File: src/rtl/ndpf_pkg.sv
`default_nettype none
// ----------------------------------------------------------------------------
// ndpf_pkg
// Shared constants, types and helpers of the near-duplicate point filter.
// ----------------------------------------------------------------------------
package ndpf_pkg;

  localparam int MAX_POINTS = 64;
  localparam int MAX_DIMS   = 8;

  localparam int PT_W   = $clog2(MAX_POINTS);
  localparam int CNT_W  = $clog2(MAX_POINTS + 1);
  localparam int POS_W  = (MAX_DIMS > 1) ? $clog2(MAX_DIMS) : 1;
  localparam int DIM_W  = $clog2(MAX_DIMS + 1);
  localparam int DEPTH  = MAX_POINTS * MAX_DIMS;
  localparam int ADDR_W = $clog2(DEPTH);

  localparam int COORD_W     = 16;
  localparam int RADIUS_W    = 16;
  localparam int DIMS_CFG_W  = 4;
  localparam int CFG_DATA_W  = 16;
  localparam int CFG_IDX_W   = 1;
  localparam int KIDX_W      = 6;
  localparam int OUT_TDATA_W = 8;

  // squarer operand: coordinate difference or radius, both fit in 17 signed bits
  localparam int OP_W  = COORD_W + 1;
  localparam int SQ_W  = 32;
  localparam int ACC_W = SQ_W + $clog2(MAX_DIMS);

  localparam logic [CFG_IDX_W-1:0] CFG_RADIUS = 1'd0;
  localparam logic [CFG_IDX_W-1:0] CFG_DIMS   = 1'd1;

  typedef enum logic [2:0] {
    S_LOAD,
    S_FILL,
    S_R2,
    S_R2W,
    S_SCAN_I,
    S_SCAN_J,
    S_DIST,
    S_EMIT
  } state_e;

  typedef struct packed {
    logic                   valid;
    logic signed [OP_W-1:0] operand;
  } sq_req_t;

  function automatic logic [ADDR_W-1:0] calc_addr(input logic [PT_W-1:0]  pt,
                                                   input logic [POS_W-1:0] pos);
    calc_addr = ADDR_W'(pt) * ADDR_W'(MAX_DIMS) + ADDR_W'(pos);
  endfunction

endpackage
`default_nettype wire

File: src/rtl/ndpf_sq_unit.sv
`default_nettype none
// ----------------------------------------------------------------------------
// ndpf_sq_unit
// Shared squarer: one 17x17 signed square per cycle, registered result.
// ----------------------------------------------------------------------------
module ndpf_sq_unit (
  input  wire logic              clk_i,
  input  wire logic              rst_ni,
  input  wire ndpf_pkg::sq_req_t req_i,
  output logic                   sq_valid_o,
  output logic [ndpf_pkg::SQ_W-1:0] sq_o
);
  import ndpf_pkg::*;

  logic signed [2*OP_W-1:0] prod;
  logic                     valid_q;
  logic [SQ_W-1:0]          sq_q;

  // |operand| <= 65535, so the square fits in 32 unsigned bits
  assign prod = req_i.operand * req_i.operand;

  always_ff @(posedge clk_i or negedge rst_ni) begin
    if (!rst_ni) begin
      valid_q <= 1'b0;
    end else begin
      valid_q <= req_i.valid;
    end
  end

  always_ff @(posedge clk_i) begin
    if (req_i.valid) begin
      sq_q <= prod[SQ_W-1:0];
    end
  end

  assign sq_valid_o = valid_q;
  assign sq_o       = sq_q;

endmodule
`default_nettype wire

File: config.mk
export PLATFORM = sky130hd
export DESIGN_NAME = ndpf_sq_unit
export DESIGN_NICKNAME = d
export VERILOG_FILES = /design/src/rtl/ndpf_pkg.sv /design/src/rtl/ndpf_sq_unit.sv
export SDC_FILE = /design/constraint.sdc
export NUM_CORES = 1
export LEC_CHECK = 0
export BUFFER_PORTS_ARGS = -buffer_cell sky130_fd_sc_hd__clkbuf_2
export CAP_MARGIN = 40
export CORE_ASPECT_RATIO = 0.6
export CORE_UTILIZATION = 25
export DETAILED_ROUTE_END_ITERATION = 12
export PLACE_DENSITY = 0.47
export SETUP_SLACK_MARGIN = 0.3
export SYNTH_ARGS = -nofsm -noshare
export SYNTH_HDL_FRONTEND = slang
export SYNTH_SLANG_ARGS = --single-unit
File: constraint.sdc
create_clock -name clk_i -period 0.8 [get_ports clk_i]
set_clock_uncertainty 0.1 [all_clocks]
set_input_delay 0.08 -clock clk_i [delete_from_list [all_inputs] [get_ports clk_i]]
set_output_delay 0.08 -clock clk_i [all_outputs]
set_load 0.005 [all_outputs]
## Yosys cells after proc, flatten, opt, wreduce, memory -nomap -nowiden

Index checks and enable logic that the tools add are counted.

- Multipliers: 1

Operators by type and width:

| operator | count |
|---|---|
| multiplier 17 x 17 -> 32 bit | 1 |

- Register bits: 33
- Output and inout bits: 33

## Depth between registers and ports, before layout

- Depth in word-level cells: 1
- Gate-level depth with buffers: 23

## Least setup slack after synthesis

OpenSTA, ideal clock, no wires.

- Kind: input to register
- Start point: input req_i[16] in the netlist's numbering
- End point: register sq_q[31] (netlist: sq_o[31]) (data pin)
- Setup time: 0.167 ns
- Arrival time: 5.602 ns
- Required time: 0.533 ns
- Slack: -5.069 ns
- Stages on the path: 22
- Buffers on the path: 2
- Cell sequence: clkbuf_1 > clkbuf_1 > nand2_1 > inv_1 > fa_1 > inv_1 > fa_1 > inv_1 > fa_1 > fa_1 > fa_1 > inv_1 > fa_1 > inv_1 > ha_1 > nand3_1 > nor2_1 > and2_1 > o211ai_1 > a311o_1 > and4_1 > a211oi_1

- Cells in the longest elaborated chain, start to end: 1

RTL lines:

| element | RTL line | RTL |
|---|---|---|
| from (decl) | ndpf_sq_unit.sv:9 | `input wire ndpf_pkg::sq_req_t req_i,` |
| multiplier 17 x 17 -> 32 bit | ndpf_sq_unit.sv:20 | `assign prod = req_i.operand * req_i.operand;` |
| via prod[31] | ndpf_sq_unit.sv:15 | `logic signed [2*OP_W-1:0] prod;` |
| to (signal assigned) | ndpf_sq_unit.sv:32 | `sq_q <= prod[SQ_W-1:0];` |
| to (decl) | ndpf_sq_unit.sv:17 | `logic [SQ_W-1:0] sq_q;` |

The timed path passes the listed nets, and every way through them passes these cells.
A chain may end at the register's enable or synchronous reset.

## Worst setup path in the final report

- Start point: input req_i[14] in the netlist's numbering
- End point: register sq_q[31] (netlist: sq_o[31]) (data pin)

Same word-level chain as after synthesis.

==> impl_metrics.yaml <==
min_path:
  hp-class: "in -> async"
global_routing:
  grt_pass1_wl_um: 46900
  track_usage: 0.145
  antenna_found_initial: 0
  grt_pass1_vias: 8166
  overflow: 0
  grt_max_degree: 17
finish:
  multiInputGateArea_um2: 8990
  fill_cells: 4130
  layout_commonest_cell: "inv_1"
  ff_latch_area_um2: 956
  layout_common_cells: "inv_1, fa_1, buf_4"
  finish.utilization: 0.356
  drive_gt1_frac: 0.346
  nNetsFinal: 1672
  syn_to_final_growth_pct: 39.2
route:
  drt-initial-drc-count: 345
  drt-pass1-iter-count: 5
  drt-wirelength-per-cell_um: 15.5
  drc: 0
  num_vias: 7512
  wl_um: 29100
  drtAntennaViolNets: 0
  vias_per_cell: 4.01
synthesis:
  postSynthCellCount: 1051
  avgSynthCellArea_um2: 9.91
  ys.flop_type: "edfxtp_1"
  synth_edf_count: 31
  yosysUniqueCellTypes: 57
  yosysWarnings: 0
  ys_async_sr_fraction: 0.0313
  syn-num-nets: 1410
  syn_area_um2: 10400
  seq_area_frac_synth: 0.0918
  ys_ff_latch: 32
floorplan:
  start_util: 0.256
  die_area_um2: 42500
  num_rows: 57
  io_pins: 53
  core_area_um2: 40700
  dieHeight_um: 160
  die_x_um: 265
placed_design:
  hpwl_um: 25400
  port_buffers: 51
  place_ws_ns: -5.13
  place_congestion: 0.839
clock_network:
  clockBufferDepth: 2
  clock_sinks: 32
  cts_tree: "done"
  numCtsBuffers: 5
  htree_levels: 2
  clk_pin_slew_ns: 0.06
  cts_root_buf: "clkbuf_16"
  cts_hold_buf: 1
sta:
  period_share: 6.83
  fmax_mhz: 183
  fin_setup_tns_ns: -116.57
  rsz0062_at_grt: "true"
  hold_violations: 1
  timing.final.ws_setup_ns: -4.66
  holdWs_ns: -0.0121
  setup_viol: 61
  timing.final.crit_period_ns: 5.46
  slew_viol_final: 0
setup_path:
  cp-end-kind: "register"
  critPathLaunchType: "input pin"
  cp_max_fo: 5
  arrival_ns: 5.40
  crit_type: "in -> reg"
  crit_start: "req_i[14]"
  critPathRequiredTime_ns: 0.74
status:
  status: "finished, violations left"
  violations: "hold timing, setup timing"
job:
  maxCapViolCount: 0
## state kept, by name (all words and copies together), names as in the netlist
name and flops:
sq_valid_o 1, sq_o 31
## cells by family (layout without fill, tap and decap cells)
kind of cell,Yosys count,in the layout,synth area share
AOI/OAI and AO/OA,75,75,0.0511
muxes,1,1,0.00108
adders and majority gates,339,339,0.592
other,1,2,0.000360
and+or+nand+nor,217,217,0.103
DFF,32,32,0.0918
xor gates and xnor gates,41,41,0.0358
buffers and inverters,345,608,0.125
## per-stage QoR
stage               instances  hold slack (ns)  instance area, um2
finish                   1875          -0.0121               14500
global route             1874          -0.0109               14500
CTS                      1868          -0.0225               14300
detailed placement       1829           -0.244               13100
global placement         1829           -0.245               13100
floorplan                1051           -0.316               10900
## synthesized netlist by cell type (3+ instances only)
library cell / number / share of area
xor2_1: 10 / 0.0084
o21a_1: 5 / 0.0036
ha_1: 83 / 0.10
clkbuf_1: 23 / 0.0083
nand2b_1: 7 / 0.0042
a211oi_1: 4 / 0.0029
and3_1: 3 / 0.0018
and2_1: 57 / 0.034
edfxtp_1: 31 / 0.089
nor2_1: 32 / 0.012
a31oi_1: 4 / 0.0024
xnor2_1: 30 / 0.025
nand2_1: 85 / 0.031
o21ai_0: 13 / 0.0062
nand3_1: 7 / 0.0034
a21o_1: 7 / 0.0050
a21oi_1: 16 / 0.0077
fa_1: 256 / 0.49
inv_1: 320 / 0.12
nor2b_1: 11 / 0.0066
o211ai_1: 4 / 0.0029
## path summary, 6_finish.rpt
| check | to | slack (ns) | cells after the start |
|---|---|---|---|
| max in group asynchronous | sq_valid_o$_DFF_PN0_ | 0.53 | 2 |
| min in group clk_i | sq_valid_o$_DFF_PN0_ | 0.05 | 2 |
| worst max-delay path | sq_o[31]$_DFFE_PP_ | -4.66 | 22 |
| worst min-delay path | sq_valid_o$_DFF_PN0_ | -0.01 | 2 |
## final cells by class
type,instances,area share
Timing Repair Buffer,280,0.170
Sequential cell,32,0.0659
Clock buffer,6,0.00889
Inverter,320,0.0841
Clock inverter,2,0.00242
Antenna cell,1,0.000173
Multi-Input combinational cell,674,0.620
Tap cell,560,0.0483
## critical path: stages
cell      delay [ns]
buf_8           0.10
buf_12          0.12
buf_12          0.13
nand2_4         0.08
inv_2           0.04
fa_1            0.52
inv_1           0.05
fa_1            0.50
inv_2           0.05
fa_1            0.49
fa_1            0.43
fa_1            0.50
inv_1           0.05
fa_1            0.48
inv_2           0.04
ha_4            0.20
a22o_1          0.19
or4_4           0.48
o211ai_1        0.32
a311o_1         0.29
and4_1          0.21
a211oi_2        0.05
## layer usage
layer  global-route usage  part of all wire
met5                    0                 0
met3               0.0194             0.038
met1                0.244              0.57
met4               0.0205            0.0090
met2                0.194              0.38
## timing repair
action                     in CTS  in global routing
buffers inserted               28                  5
setup endpoints to repair      94                 72
cloned                          2                  1
gates resized for setup       168                 36
pin swaps                      73                 30
hold endpoints to repair        1                  1
Power is not shown: default switching activity piles up to over one toggle a cycle in this logic, so the estimate is an artifact.
